File: config.mk
export PLATFORM = sky130hd
export DESIGN_NAME = bresenham_line_pixel_walker_core
export DESIGN_NICKNAME = d
export VERILOG_FILES = /design/src/rtl/blw_pkg.sv /design/src/rtl/blw_front.sv /design/src/rtl/blw_queue.sv /design/src/rtl/blw_walker.sv /design/src/rtl/blw_addr.sv /design/src/rtl/bresenham_line_pixel_walker_core.sv
export SDC_FILE = /design/constraint.sdc
export NUM_CORES = 2
export LEC_CHECK = 0
export ABC_AREA = 0
export CAP_MARGIN = 25
export CORE_MARGIN = 3
export CORE_UTILIZATION = 65
export CTS_BUF_LIST = sky130_fd_sc_hd__clkbuf_16
export CTS_CLUSTER_SIZE = 14
export DETAILED_ROUTE_END_ITERATION = 10
export DONT_BUFFER_PORTS = 1
export GPL_TIMING_DRIVEN = 0
export PLACE_DENSITY = 0.87
export SYNTH_ARGS = -nofsm -noshare
export SYNTH_HDL_FRONTEND = slang
export SYNTH_SLANG_ARGS = --single-unit
File: constraint.sdc
create_clock -name clk -period 7.37 [get_ports clk]
set_clock_uncertainty 0.05 [all_clocks]
set_input_delay 0 -clock clk [delete_from_list [all_inputs] [get_ports clk]]
set_output_delay 0 -clock clk [all_outputs]
set_load 0.01 [all_outputs]
File: src/rtl/blw_pkg.sv
// ---------------------------------------------------------------------------
// blw_pkg
// Types and constants shared by the line walker modules.
// ---------------------------------------------------------------------------
`default_nettype none

package blw_pkg;

    localparam int COORD_BITS = 12;
    localparam int DIM_W      = 12;
    localparam int COLOR_W    = 32;
    localparam int ADDR_W     = 24;
    localparam int INC_NS_W   = COORD_BITS + 2;
    localparam int DEC_W      = INC_NS_W + 1;
    localparam int PROD_W     = COORD_BITS + DIM_W;
    localparam int AREA_W     = 2 * DIM_W;
    localparam int FULL_W     = (PROD_W + 1 > ADDR_W) ? PROD_W + 1 : ADDR_W;
    localparam int CFG_IDX_W  = 2;
    localparam int CFG_DATA_W = 32;
    localparam int QDEPTH     = 2;
    localparam int QPTR_W     = (QDEPTH > 1) ? $clog2(QDEPTH) : 1;
    localparam int QCNT_W     = $clog2(QDEPTH + 1);

    localparam logic [CFG_IDX_W-1:0] REG_FRAME_WIDTH  = CFG_IDX_W'(0);
    localparam logic [CFG_IDX_W-1:0] REG_FRAME_HEIGHT = CFG_IDX_W'(1);

    localparam logic [DIM_W-1:0] FRAME_WIDTH_RST  = DIM_W'(1920);
    localparam logic [DIM_W-1:0] FRAME_HEIGHT_RST = DIM_W'(1080);

    typedef enum logic {
        OP_START = 1'b0,
        OP_STEP  = 1'b1
    } op_t;

    typedef enum logic [1:0] {
        AXIS_VERT = 2'd0,
        AXIS_HORZ = 2'd1,
        AXIS_XMAJ = 2'd2,
        AXIS_YMAJ = 2'd3
    } axis_mode_t;

    typedef struct packed {
        op_t                        op;
        axis_mode_t                 mode;
        logic [COORD_BITS-1:0]      cur_x;
        logic [COORD_BITS-1:0]      cur_y;
        logic [COORD_BITS-1:0]      stop;
        logic                       neg;
        logic signed [DEC_W-1:0]    dec;
        logic [INC_NS_W-1:0]        inc_ns;
        logic signed [DEC_W-1:0]    inc_ws;
        logic [COLOR_W-1:0]         color;
    } line_cmd_t;

    typedef struct packed {
        logic [COORD_BITS-1:0]      x;
        logic [COORD_BITS-1:0]      y;
        logic [COLOR_W-1:0]         color;
        logic                       last;
    } pix_t;

endpackage

`default_nettype wire

File: src/rtl/blw_front.sv
// ---------------------------------------------------------------------------
// blw_front
// Classifies a request: works out axis mode, start point, stop coordinate
// and the decision term set-up for a start; a step passes through.
// ---------------------------------------------------------------------------
`default_nettype none

module blw_front (
    input  wire logic                              operation,
    input  wire logic [blw_pkg::COORD_BITS-1:0]    start_x,
    input  wire logic [blw_pkg::COORD_BITS-1:0]    start_y,
    input  wire logic [blw_pkg::COORD_BITS-1:0]    end_x,
    input  wire logic [blw_pkg::COORD_BITS-1:0]    end_y,
    input  wire logic [blw_pkg::COLOR_W-1:0]       line_color,
    output blw_pkg::line_cmd_t                     cmd
);

    logic [blw_pkg::COORD_BITS-1:0] dx;
    logic [blw_pkg::COORD_BITS-1:0] dy;
    logic [blw_pkg::COORD_BITS-1:0] mn;
    logic [blw_pkg::COORD_BITS-1:0] mj;
    logic                           x_lt;
    logic                           y_lt;
    logic signed [blw_pkg::DEC_W-1:0] mn_e;
    logic signed [blw_pkg::DEC_W-1:0] mj_e;

    always_comb
    begin
        x_lt = start_x < end_x;
        y_lt = start_y < end_y;
        dx   = x_lt ? end_x - start_x : start_x - end_x;
        dy   = y_lt ? end_y - start_y : start_y - end_y;
        mn   = (dx > dy) ? dy : dx;
        mj   = (dx > dy) ? dx : dy;
        mn_e = signed'(blw_pkg::DEC_W'(mn));
        mj_e = signed'(blw_pkg::DEC_W'(mj));

        cmd        = '0;
        cmd.op     = blw_pkg::op_t'(operation);
        cmd.color  = line_color;

        if (dx == '0)
        begin
            cmd.mode  = blw_pkg::AXIS_VERT;
            cmd.cur_x = start_x;
            cmd.cur_y = y_lt ? start_y : end_y;
            cmd.stop  = y_lt ? end_y : start_y;
        end
        else if (dy == '0)
        begin
            cmd.mode  = blw_pkg::AXIS_HORZ;
            cmd.cur_y = start_y;
            cmd.cur_x = x_lt ? start_x : end_x;
            cmd.stop  = x_lt ? end_x : start_x;
        end
        else
        begin
            if (dx > dy)
            begin
                cmd.mode  = blw_pkg::AXIS_XMAJ;
                cmd.cur_x = x_lt ? start_x : end_x;
                cmd.cur_y = x_lt ? start_y : end_y;
                cmd.stop  = x_lt ? end_x : start_x;
                cmd.neg   = x_lt ? (start_y > end_y) : (end_y > start_y);
            end
            else
            begin
                cmd.mode  = blw_pkg::AXIS_YMAJ;
                cmd.cur_x = y_lt ? start_x : end_x;
                cmd.cur_y = y_lt ? start_y : end_y;
                cmd.stop  = y_lt ? end_y : start_y;
                cmd.neg   = y_lt ? (start_x > end_x) : (end_x > start_x);
            end
            cmd.inc_ns = {1'b0, mn, 1'b0};
            cmd.inc_ws = (mn_e - mj_e) <<< 1;
            cmd.dec    = (mn_e <<< 1) - mj_e;
        end
    end

endmodule

`default_nettype wire

File: src/rtl/blw_queue.sv
// ---------------------------------------------------------------------------
// blw_queue
// Short register FIFO of classified requests between front and back.
// ---------------------------------------------------------------------------
`default_nettype none

module blw_queue (
    input  wire logic               clk,
    input  wire logic               rst_n,
    input  wire logic               push,
    input  blw_pkg::line_cmd_t      push_data,
    output logic                    full,
    input  wire logic               pop,
    output logic                    head_valid,
    output blw_pkg::line_cmd_t      head
);

    blw_pkg::line_cmd_t              mem_reg [blw_pkg::QDEPTH];
    logic [blw_pkg::QPTR_W-1:0]      wr_ptr_reg;
    logic [blw_pkg::QPTR_W-1:0]      wr_ptr_next;
    logic [blw_pkg::QPTR_W-1:0]      rd_ptr_reg;
    logic [blw_pkg::QPTR_W-1:0]      rd_ptr_next;
    logic [blw_pkg::QCNT_W-1:0]      count_reg;
    logic [blw_pkg::QCNT_W-1:0]      count_next;
    logic                            do_push;
    logic                            do_pop;

    localparam logic [blw_pkg::QPTR_W-1:0] PTR_LAST = blw_pkg::QPTR_W'(blw_pkg::QDEPTH - 1);
    localparam logic [blw_pkg::QCNT_W-1:0] CNT_FULL = blw_pkg::QCNT_W'(blw_pkg::QDEPTH);

    assign full       = (count_reg == CNT_FULL);
    assign head_valid = (count_reg != '0);
    assign head       = mem_reg[rd_ptr_reg];

    always_comb
    begin
        do_push     = push && !full;
        do_pop      = pop && head_valid;
        wr_ptr_next = wr_ptr_reg;
        rd_ptr_next = rd_ptr_reg;
        count_next  = count_reg;
        if (do_push)
        begin
            wr_ptr_next = (wr_ptr_reg == PTR_LAST) ? '0 : wr_ptr_reg + 1'b1;
        end
        if (do_pop)
        begin
            rd_ptr_next = (rd_ptr_reg == PTR_LAST) ? '0 : rd_ptr_reg + 1'b1;
        end
        if (do_push && !do_pop)
        begin
            count_next = count_reg + 1'b1;
        end
        else if (do_pop && !do_push)
        begin
            count_next = count_reg - 1'b1;
        end
    end

    always_ff @(posedge clk or negedge rst_n)
    begin
        if (!rst_n)
        begin
            wr_ptr_reg <= '0;
            rd_ptr_reg <= '0;
            count_reg  <= '0;
        end
        else
        begin
            wr_ptr_reg <= wr_ptr_next;
            rd_ptr_reg <= rd_ptr_next;
            count_reg  <= count_next;
        end
    end

    always_ff @(posedge clk)
    begin
        if (do_push)
        begin
            mem_reg[wr_ptr_reg] <= push_data;
        end
    end

endmodule

`default_nettype wire

File: src/rtl/blw_walker.sv
// ---------------------------------------------------------------------------
// blw_walker
// Back end walker: holds the line state, takes requests off the queue and
// steps one pixel a cycle into its free pixel register while steps are queued.
// ---------------------------------------------------------------------------
`default_nettype none

module blw_walker (
    input  wire logic               clk,
    input  wire logic               rst_n,
    input  wire logic               head_valid,
    input  blw_pkg::line_cmd_t      head,
    output logic                    pop,
    output logic                    pix_valid,
    output blw_pkg::pix_t           pix,
    input  wire logic               pix_ready
);

    logic                               active_reg, active_next;
    blw_pkg::axis_mode_t                mode_reg, mode_next;
    logic [blw_pkg::COORD_BITS-1:0]     x_reg, x_next;
    logic [blw_pkg::COORD_BITS-1:0]     y_reg, y_next;
    logic [blw_pkg::COORD_BITS-1:0]     stop_reg, stop_next;
    logic                               neg_reg, neg_next;
    logic signed [blw_pkg::DEC_W-1:0]   dec_reg, dec_next;
    logic [blw_pkg::INC_NS_W-1:0]       ins_reg, ins_next;
    logic signed [blw_pkg::DEC_W-1:0]   iws_reg, iws_next;
    logic [blw_pkg::COLOR_W-1:0]        color_reg, color_next;
    logic                               pix_valid_reg, pix_valid_next;
    blw_pkg::pix_t                      pix_reg;
    logic                               slot_free;
    logic                               emit;
    logic                               last;
    logic                               dec_neg;
    logic signed [blw_pkg::DEC_W-1:0]   ins_s;

    assign pix_valid = pix_valid_reg;
    assign pix       = pix_reg;
    assign slot_free = !pix_valid_reg || pix_ready;

    always_comb
    begin
        active_next = active_reg;
        mode_next   = mode_reg;
        x_next      = x_reg;
        y_next      = y_reg;
        stop_next   = stop_reg;
        neg_next    = neg_reg;
        dec_next    = dec_reg;
        ins_next    = ins_reg;
        iws_next    = iws_reg;
        color_next  = color_reg;
        pop         = 1'b0;
        emit        = 1'b0;
        dec_neg     = dec_reg[blw_pkg::DEC_W-1];
        ins_s       = signed'({1'b0, ins_reg});
        last        = (mode_reg inside {blw_pkg::AXIS_HORZ, blw_pkg::AXIS_XMAJ})
                      ? (x_reg == stop_reg) : (y_reg == stop_reg);

        if (head_valid)
        begin
            if (head.op == blw_pkg::OP_START)
            begin
                // a start drops whatever line was in progress
                pop         = 1'b1;
                active_next = 1'b1;
                mode_next   = head.mode;
                x_next      = head.cur_x;
                y_next      = head.cur_y;
                stop_next   = head.stop;
                neg_next    = head.neg;
                dec_next    = head.dec;
                ins_next    = head.inc_ns;
                iws_next    = head.inc_ws;
                color_next  = head.color;
            end
            else if (!active_reg)
            begin
                pop = 1'b1;
            end
            else if (slot_free)
            begin
                pop  = 1'b1;
                emit = 1'b1;
                if (last)
                begin
                    active_next = 1'b0;
                end
                else
                begin
                    case (mode_reg)
                        blw_pkg::AXIS_VERT:
                        begin
                            y_next = y_reg + 1'b1;
                        end
                        blw_pkg::AXIS_HORZ:
                        begin
                            x_next = x_reg + 1'b1;
                        end
                        blw_pkg::AXIS_XMAJ:
                        begin
                            x_next = x_reg + 1'b1;
                            if (dec_neg)
                            begin
                                dec_next = dec_reg + ins_s;
                            end
                            else
                            begin
                                y_next   = neg_reg ? y_reg - 1'b1 : y_reg + 1'b1;
                                dec_next = dec_reg + iws_reg;
                            end
                        end
                        default:
                        begin
                            y_next = y_reg + 1'b1;
                            if (dec_neg)
                            begin
                                dec_next = dec_reg + ins_s;
                            end
                            else
                            begin
                                x_next   = neg_reg ? x_reg - 1'b1 : x_reg + 1'b1;
                                dec_next = dec_reg + iws_reg;
                            end
                        end
                    endcase
                end
            end
        end
        pix_valid_next = emit || (pix_valid_reg && !pix_ready);
    end

    always_ff @(posedge clk or negedge rst_n)
    begin
        if (!rst_n)
        begin
            active_reg    <= 1'b0;
            mode_reg      <= blw_pkg::AXIS_VERT;
            pix_valid_reg <= 1'b0;
        end
        else
        begin
            active_reg    <= active_next;
            mode_reg      <= mode_next;
            pix_valid_reg <= pix_valid_next;
        end
    end

    always_ff @(posedge clk)
    begin
        x_reg     <= x_next;
        y_reg     <= y_next;
        stop_reg  <= stop_next;
        neg_reg   <= neg_next;
        dec_reg   <= dec_next;
        ins_reg   <= ins_next;
        iws_reg   <= iws_next;
        color_reg <= color_next;
        if (emit)
        begin
            pix_reg.x     <= x_reg;
            pix_reg.y     <= y_reg;
            pix_reg.color <= color_reg;
            pix_reg.last  <= last;
        end
    end

endmodule

`default_nettype wire

File: src/rtl/blw_addr.sv
// ---------------------------------------------------------------------------
// blw_addr
// Address stages: row times pitch, then add column and test against the
// frame area, into the output register.
// ---------------------------------------------------------------------------
`default_nettype none

module blw_addr (
    input  wire logic                              clk,
    input  wire logic                              rst_n,
    input  wire logic [blw_pkg::DIM_W-1:0]         frame_width,
    input  wire logic [blw_pkg::DIM_W-1:0]         frame_height,
    input  wire logic                              pix_valid,
    input  blw_pkg::pix_t                          pix,
    output logic                                   pix_ready,
    output logic                                   pixel_valid,
    input  wire logic                              pixel_ready,
    output logic [blw_pkg::COORD_BITS-1:0]         pixel_x,
    output logic [blw_pkg::COORD_BITS-1:0]         pixel_y,
    output logic [blw_pkg::ADDR_W-1:0]             pixel_address,
    output logic [blw_pkg::COLOR_W-1:0]            pixel_color,
    output logic                                   last_pixel,
    output logic                                   out_of_frame
);

    logic                               p2_valid_reg, p2_valid_next;
    blw_pkg::pix_t                      p2_pix_reg;
    logic [blw_pkg::PROD_W-1:0]         prod_reg;
    logic [blw_pkg::AREA_W-1:0]         area_reg;
    logic                               out_valid_reg, out_valid_next;
    logic [blw_pkg::COORD_BITS-1:0]     x_reg;
    logic [blw_pkg::COORD_BITS-1:0]     y_reg;
    logic [blw_pkg::ADDR_W-1:0]         addr_reg;
    logic [blw_pkg::COLOR_W-1:0]        color_reg;
    logic                               last_reg;
    logic                               oof_reg;
    logic                               out_free;
    logic                               p2_go;
    logic                               p1_go;
    logic [blw_pkg::FULL_W-1:0]         full_addr;

    assign out_free  = !out_valid_reg || pixel_ready;
    assign p2_go     = p2_valid_reg && out_free;
    assign pix_ready = !p2_valid_reg || out_free;
    assign p1_go     = pix_valid && pix_ready;
    assign full_addr = blw_pkg::FULL_W'(prod_reg) + blw_pkg::FULL_W'(p2_pix_reg.x);

    assign p2_valid_next  = p1_go || (p2_valid_reg && !out_free);
    assign out_valid_next = p2_go || (out_valid_reg && !pixel_ready);

    assign pixel_valid   = out_valid_reg;
    assign pixel_x       = x_reg;
    assign pixel_y       = y_reg;
    assign pixel_address = addr_reg;
    assign pixel_color   = color_reg;
    assign last_pixel    = last_reg;
    assign out_of_frame  = oof_reg;

    always_ff @(posedge clk or negedge rst_n)
    begin
        if (!rst_n)
        begin
            p2_valid_reg  <= 1'b0;
            out_valid_reg <= 1'b0;
        end
        else
        begin
            p2_valid_reg  <= p2_valid_next;
            out_valid_reg <= out_valid_next;
        end
    end

    always_ff @(posedge clk)
    begin
        // user changes config only while idle (unchecked), so area_reg is safe
        area_reg <= blw_pkg::AREA_W'(frame_width) * blw_pkg::AREA_W'(frame_height);
        if (p1_go)
        begin
            p2_pix_reg <= pix;
            prod_reg   <= blw_pkg::PROD_W'(pix.y) * blw_pkg::PROD_W'(frame_width);
        end
        if (p2_go)
        begin
            x_reg     <= p2_pix_reg.x;
            y_reg     <= p2_pix_reg.y;
            color_reg <= p2_pix_reg.color;
            last_reg  <= p2_pix_reg.last;
            addr_reg  <= full_addr[blw_pkg::ADDR_W-1:0];
            oof_reg   <= full_addr >= blw_pkg::FULL_W'(area_reg);
        end
    end

endmodule

`default_nettype wire

File: src/rtl/bresenham_line_pixel_walker_core.sv
// Path: a step request passes the queue, the walker's pixel register, the
// address product register and the output register. Throughput: one request
// per cycle, starts and steps alike, while the pixel side does not stall.
// Reset (rst_n, async, active low): walker idle, queue and pipe empty,
// frame size back to 1920 x 1080.
// ---------------------------------------------------------------------------
// bresenham_line_pixel_walker_core
// Top level: classifying front, request queue, walker and address stages.
// ---------------------------------------------------------------------------
`default_nettype none

module bresenham_line_pixel_walker_core (
    input  wire logic                              clk,
    input  wire logic                              rst_n,
    input  wire logic                              item_valid,
    output logic                                   item_ready,
    input  wire logic                              operation,
    input  wire logic [blw_pkg::COORD_BITS-1:0]    start_x,
    input  wire logic [blw_pkg::COORD_BITS-1:0]    start_y,
    input  wire logic [blw_pkg::COORD_BITS-1:0]    end_x,
    input  wire logic [blw_pkg::COORD_BITS-1:0]    end_y,
    input  wire logic [blw_pkg::COLOR_W-1:0]       line_color,
    output logic                                   pixel_valid,
    input  wire logic                              pixel_ready,
    output logic [blw_pkg::COORD_BITS-1:0]         pixel_x,
    output logic [blw_pkg::COORD_BITS-1:0]         pixel_y,
    output logic [blw_pkg::ADDR_W-1:0]             pixel_address,
    output logic [blw_pkg::COLOR_W-1:0]            pixel_color,
    output logic                                   last_pixel,
    output logic                                   out_of_frame,
    input  wire logic                              cfg_valid,
    output logic                                   cfg_ready,
    input  wire logic [blw_pkg::CFG_IDX_W-1:0]     cfg_index,
    input  wire logic [blw_pkg::CFG_DATA_W-1:0]    cfg_data
);

    logic [blw_pkg::DIM_W-1:0]  fw_reg, fw_next;
    logic [blw_pkg::DIM_W-1:0]  fh_reg, fh_next;
    blw_pkg::line_cmd_t         front_cmd;
    blw_pkg::line_cmd_t         head;
    logic                       q_full;
    logic                       head_valid;
    logic                       pop;
    logic                       pix_valid;
    logic                       pix_ready;
    blw_pkg::pix_t              pix;

    assign cfg_ready  = 1'b1;
    assign item_ready = !q_full;

    always_comb
    begin
        fw_next = fw_reg;
        fh_next = fh_reg;
        if (cfg_valid)
        begin
            case (cfg_index)
                blw_pkg::REG_FRAME_WIDTH:  fw_next = cfg_data[blw_pkg::DIM_W-1:0];
                blw_pkg::REG_FRAME_HEIGHT: fh_next = cfg_data[blw_pkg::DIM_W-1:0];
                default:
                begin
                    // unknown index: write dropped
                end
            endcase
        end
    end

    always_ff @(posedge clk or negedge rst_n)
    begin
        if (!rst_n)
        begin
            fw_reg <= blw_pkg::FRAME_WIDTH_RST;
            fh_reg <= blw_pkg::FRAME_HEIGHT_RST;
        end
        else
        begin
            fw_reg <= fw_next;
            fh_reg <= fh_next;
        end
    end

    blw_front u_front (
        .operation  (operation),
        .start_x    (start_x),
        .start_y    (start_y),
        .end_x      (end_x),
        .end_y      (end_y),
        .line_color (line_color),
        .cmd        (front_cmd)
    );

    blw_queue u_queue (
        .clk        (clk),
        .rst_n      (rst_n),
        .push       (item_valid),
        .push_data  (front_cmd),
        .full       (q_full),
        .pop        (pop),
        .head_valid (head_valid),
        .head       (head)
    );

    blw_walker u_walker (
        .clk        (clk),
        .rst_n      (rst_n),
        .head_valid (head_valid),
        .head       (head),
        .pop        (pop),
        .pix_valid  (pix_valid),
        .pix        (pix),
        .pix_ready  (pix_ready)
    );

    blw_addr u_addr (
        .clk           (clk),
        .rst_n         (rst_n),
        .frame_width   (fw_reg),
        .frame_height  (fh_reg),
        .pix_valid     (pix_valid),
        .pix           (pix),
        .pix_ready     (pix_ready),
        .pixel_valid   (pixel_valid),
        .pixel_ready   (pixel_ready),
        .pixel_x       (pixel_x),
        .pixel_y       (pixel_y),
        .pixel_address (pixel_address),
        .pixel_color   (pixel_color),
        .last_pixel    (last_pixel),
        .out_of_frame  (out_of_frame)
    );

endmodule

`default_nettype wire

* Word level (Yosys, flattened, before mapping)
Memory sizes are Yosys's and may differ from the RTL's. Index checks and enable logic that the tools add are counted.
Word-level totals: register bits 391, bits in writable memories 232, bits of input ports 120, output and inout bits 85, logic and storage cells 171, memories kept 1
Operators by class: $add $sub $neg 17, multipliers 2, $lt $le $gt $ge 8, eq/ne operators 14, muxes and demuxes 55, bitwise gates (word level) 1, reduce and logical (&&, ||, !) cells 39
Memories:
- u_queue.mem_reg | words 2, width 116, rd ports 1, clocked after Yosys merged registers in 0, write ports 1, RTL line blw_queue.sv:18 | blw_pkg::line_cmd_t mem_reg [blw_pkg::QDEPTH];
Operators by type and width (count):
- 12-bit two-way mux | 22
- 38-bit two-way mux | 3
- 15-bit two-way mux | 6
- 45-bit two-way mux | 2
- 12-bit greater-than comparator | 5
- 12-bit by 12-bit multiplier with 24-bit output | 2
- 12-bit one-hot mux with 2 select lines | 2
- 12-bit subtractor | 4
- 15-bit adder | 2
- 24-bit by 12-bit adder with 25-bit output | 1
- 25-bit by 24-bit >= comparator with 1-bit output | 1
- 12-bit by 1-bit adder with 12-bit output (second input constant) | 2
- 12-bit equality test | 2
- 12-bit zero test | 2
- 12-bit less-than comparator | 2
- 12-bit by 1-bit subtractor with 12-bit output (second input constant) | 2
- 1-bit two-way mux | 18
- 13-bit by 12-bit subtractor with 14-bit output | 1
- 12-bit by 12-bit subtractor with 13-bit output | 1
- 2-bit inequality test (second input constant) | 6
- 6-bit AND reduction | 2
- 1-bit logical AND | 9
- 1-bit zero test | 9
- 1-bit logical OR | 6
- other kinds (13) | 24

* Logic depth before layout (Yosys ltp)
depth in word-level cells 12, mapped depth 34, depth with buffers taken out 31

* Cells and area by module
From an unflattened synthesis, not the netlist that was laid out.
Second synthesis, totals: cells, all modules 3373, area total of the unflattened synthesis 39409.0 um2
By module, submodules not included:
- blw_addr | times used 1, cells an instance 1500, area an instance 16107.9 um2, sequential area each 5425.2 um2
- blw_queue | times used 1, cells an instance 380, area an instance 8679.6 um2, sequential area each 7066.8 um2
- blw_walker | times used 1, cells an instance 519, area an instance 7713.6 um2, sequential area each 5205.0 um2
- blw_front | times used 1, cells an instance 919, area an instance 5948.2 um2, sequential area each 0.0 um2
- bresenham_line_pixel_walker_core | times used 1, cells an instance 55, area an instance 959.7 um2, sequential area each 610.6 um2

* Worst setup path before layout
No wires, ideal clock.
path type input port to flip-flop, start point input start_x[0] (netlist bit), end point memory u_queue.mem_reg[0][75] (netlist bit) (data pin), setup time 0.204 ns, data arrival time 6.131 ns, data required time 7.116 ns, path slack 0.986 ns, cell stages on the path 28, path buffers 4, cell sequence inv_1 > ha_1 > inv_1 > fa_1 > a211oi_2 > nor4_2 > a211o_1 > buf_4 > buf_6 > o311a_1 > a21oi_1 > xor2_1 > ha_1 > nand4_1 > or2_2 > a31oi_2 > clkbuf_1 > clkbuf_1 > nor2_1 > a21oi_1 > ha_1 > and2_1 > o21ai_0 > o21ai_1 > o41ai_1 > o221ai_1 > o41a_1 > a2111oi_2
Between the ends: word-level cells in the longest chain between the ends 7, elaborated cells between the ends (all ways) 11, those cells by class add/sub: 3; order compare: 2; mux: 5; reduce/logical: 1
RTL lines:
- start: declaration | RTL line bresenham_line_pixel_walker_core.sv:18 | input wire logic [blw_pkg::COORD_BITS-1:0] start_x,
- 12-bit subtractor / 12-bit less-than comparator (equally long branches) | RTL line blw_front.sv:31, blw_front.sv:29
- 12-bit two-way mux * | RTL line blw_front.sv:31 | dx = x_lt ? end_x - start_x : start_x - end_x;
- 12-bit greater-than comparator | RTL line blw_front.sv:33, blw_front.sv:34
- 12-bit two-way mux (on tied branches) | RTL line blw_front.sv:33, blw_front.sv:34
- 13-bit by 12-bit subtractor with 14-bit output | RTL line blw_front.sv:76 | cmd.dec = (mn_e <<< 1) - mj_e;
- 45-bit two-way mux | RTL line blw_front.sv:49 | else if (dy == '0)
- 45-bit two-way mux * | RTL line blw_front.sv:42 | if (dx == '0)
- end: declaration | RTL line blw_queue.sv:18
Mark *: on every way between the ends. The rest lies on a longest branch, timed or not.

==> run metrics <==
status complete, no violations; FF-to-FF Start fw_reg[3]; Crit path buffers/inverters 5; initial antenna violation count 3; root buf cell clkbuf_16; delay-heaviest family, CP compound AO/OA/AOI/OAI gates; crit path time final between 7000 and 8000 ps; Worst Tran Pin Value ~1100 ps; share of the synthesized area in the top cell type 44.6%; pin count of the biggest net entering global routing 72; Die H ~240 um; vias in the first global route 26284; Starting Density 66.3%; FFs w/ async S/R, synth 5.61%; synth cell count leaders edfxtp_1, inv_1, nand2_1; Crit path top cell by count a21oi_1; period utilisation layout 95.5%; HPWL Detailed around 69000 um; via count 25312; worst hold path class in -> reg; Area contributors post-synth edfxtp_1, fa_1, ha_1; most common cell in the netlist edfxtp_1; Synth Warn # 0; Worst Setup Start Kind input port; CP arrival 7430 ps; DRC 0; sequential share of the synthesized area roughly 48%; # rows 86; RSZ-0062 raised after global routing no; number of synthesized register bits 606; max incr delay on CP 450 ps; first-pass GRT wire length ~150000 um; Cell Area, Synth about 0.037 mm2; H-Tree Depth 2; clk sinks 606; Nets 3877; Slew Limit Fails 0; detail-routed via count per cell 6.18; layout cells sized above 1 8.05%; EDFF count, synth 548; worst r2r dst u_addr.prod_reg[23]; core footprint 0.0556 mm2; Synth cell types 86; pre-CTS setup slack -1050 ps; critical path required time 7760 ps; Max-Cap Viols 0; Worst Reg-to-Reg Cells 23; Port Buf Inserts 0; met3 Track Usage GR under 10%; syn_nets 3662; Die W between 200 and 250 um; TritonCTS Buffers 55; Top Ports between 200 and 250; worst hold path depth 1; Avg Cell Area, Syn 12.0 um2; Critical-path top delay cell a211oi_2; Final Wtd Congestion around 1; aggregate global-route resource usage 32.8%; CTS tree built; Fmax 0.142 GHz; maximum root-to-sink buffer count 3; area grow syn2layout 12.2%; post-synthesis cell count 3082; Hold EP u_queue.mem_reg[0][13]; Worst setup EP type register; Main synth FF type edfxtp_1; GRT busiest layer met2; Iter 0 DRT Violations 2484; total gr overflow 0; die area 0.0596 mm2; max reg flops 220; crit-path max FO 10; area leader, netlist edfxtp_1; Clock Pin Slew Worst Setup and Hold Paths around 70 ps; # setup viols final 0; hold path start line_color[13]; Clk Latency, worst-skew pair between 600 and 700 ps; final worst setup slack 332 ps; final hold violation count 0; Global Route met2 Usage around 57%; WS Path Type in -> reg; drt wl/cell roughly 24 um; met1 Track Usage GR 38.3%; Fillers around 3400; DRT Pass-1 Iters 6; worst relative slew slack between 20 and 30%; final WL 97800 um; ANT nets after route 0; flop2flop setup slack 650 ps
-- final cells by class --
cell class,count,area [um2],area share [%]
sequential,606,17800,43.0
multi-input combinational,1994,17300,41.7
timing repair buffer,159,1710,4.13
clock buffer,55,1380,3.33
inverter,366,1380,3.33
tap,748,936,2.26
buffer,115,522,1.26
clock inverter,48,380,0.919
antenna,2,5.00,0.0121
-- worst max path at each step --
stage,startpoint,end,slack (ps),depth (start not counted)
detailed placement,start_x[0],u_queue.mem_reg[0][75],-1050,26
finish,start_x[0],u_queue.mem_reg[0][73],330,30
global placement,u_queue.count_reg[0],u_queue.mem_reg[0][94],-990,3
floorplan,start_x[0],u_queue.mem_reg[0][75],990,28
global route,start_x[0],u_queue.mem_reg[0][75],30,27
CTS,end_y[1],u_queue.mem_reg[0][75],10,27
-- routing by layer --
metal | vias to the layer above | share of wire, %
li1 | 11106 | -
met2 | 1451 | 50
met4 | 4 | 6.6
met5 | - | 0.027
met1 | 12363 | 36
met3 | 388 | 7.3
-- cell families after synthesis --
kind of cell,after synthesis,synth area share [%]
XOR/XNOR,128,3.08
adder cells (fa/ha/maj),460,19.8
AO/OA/AOI/OAI,434,7.68
AND/OR/NAND/NOR,776,10.3
buffers and inverters,482,5.14
multiplexers,195,5.70
flip-flops,606,48.3
other,1,0.0102
-- worst register-to-register path, cell delays in order, from the launching register on --
cell	delay, ps
dfrtp_1	620
clkbuf_1	660
nand2_1	240
fa_1	550
inv_1	80
ha_1	150
inv_1	60
fa_1	510
inv_1	50
ha_1	270
inv_1	50
fa_1	490
inv_1	50
ha_1	330
a21oi_1	270
nor2b_1	90
o21a_1	200
o41a_1	390
a41o_1	330
o211ai_1	290
a31oi_1	180
a21o_1	210
a21oi_1	170
xnor2_1	140
-- per-stage QoR --
step	instance area [um2]	hold slack (ps)	util (%)	setup TNS, ps	std cells
2_1_floorplan	36900	-346	-	0	3082
3_3_place_gp	37800	-344	68.0	-116410	3830
3_5_place_dp	38000	-345	68.4	-10330	3840
4_1_cts	41300	0.885	74.2	0	4087
5_1_grt	41400	11.0	74.4	0	4092
6_report	41400	13.9	74.4	0	4093
-- placed cells by master, fill, tap and decap left out, types with 106 or more instances in the layout --
cell type and count:
edfxtp_1 548, inv_1 388, nand2_1 290, ha_1 253, fa_1 207, dlygate4sd3_1 146, and2_1 125, o21ai_0 119
nor2_1 114, a21oi_1 111, mux2_2 106
-- repair_timing --
| item | 4_1_cts | 5_1_grt |
|---|---|---|
| hold buffers | 144 | 4 |
| buffers inserted | 0 | 0 |
| endpoints found under the hold margin | 283 | 7 |
| setup endpoints to repair | 10 | 14 |
| pin swaps | 0 | 0 |
| gates resized for setup | 5 | 11 |
Power is left out: the tool's default activity adds up to more than one toggle a clock period on the data nets, which glitch-free logic cannot reach.
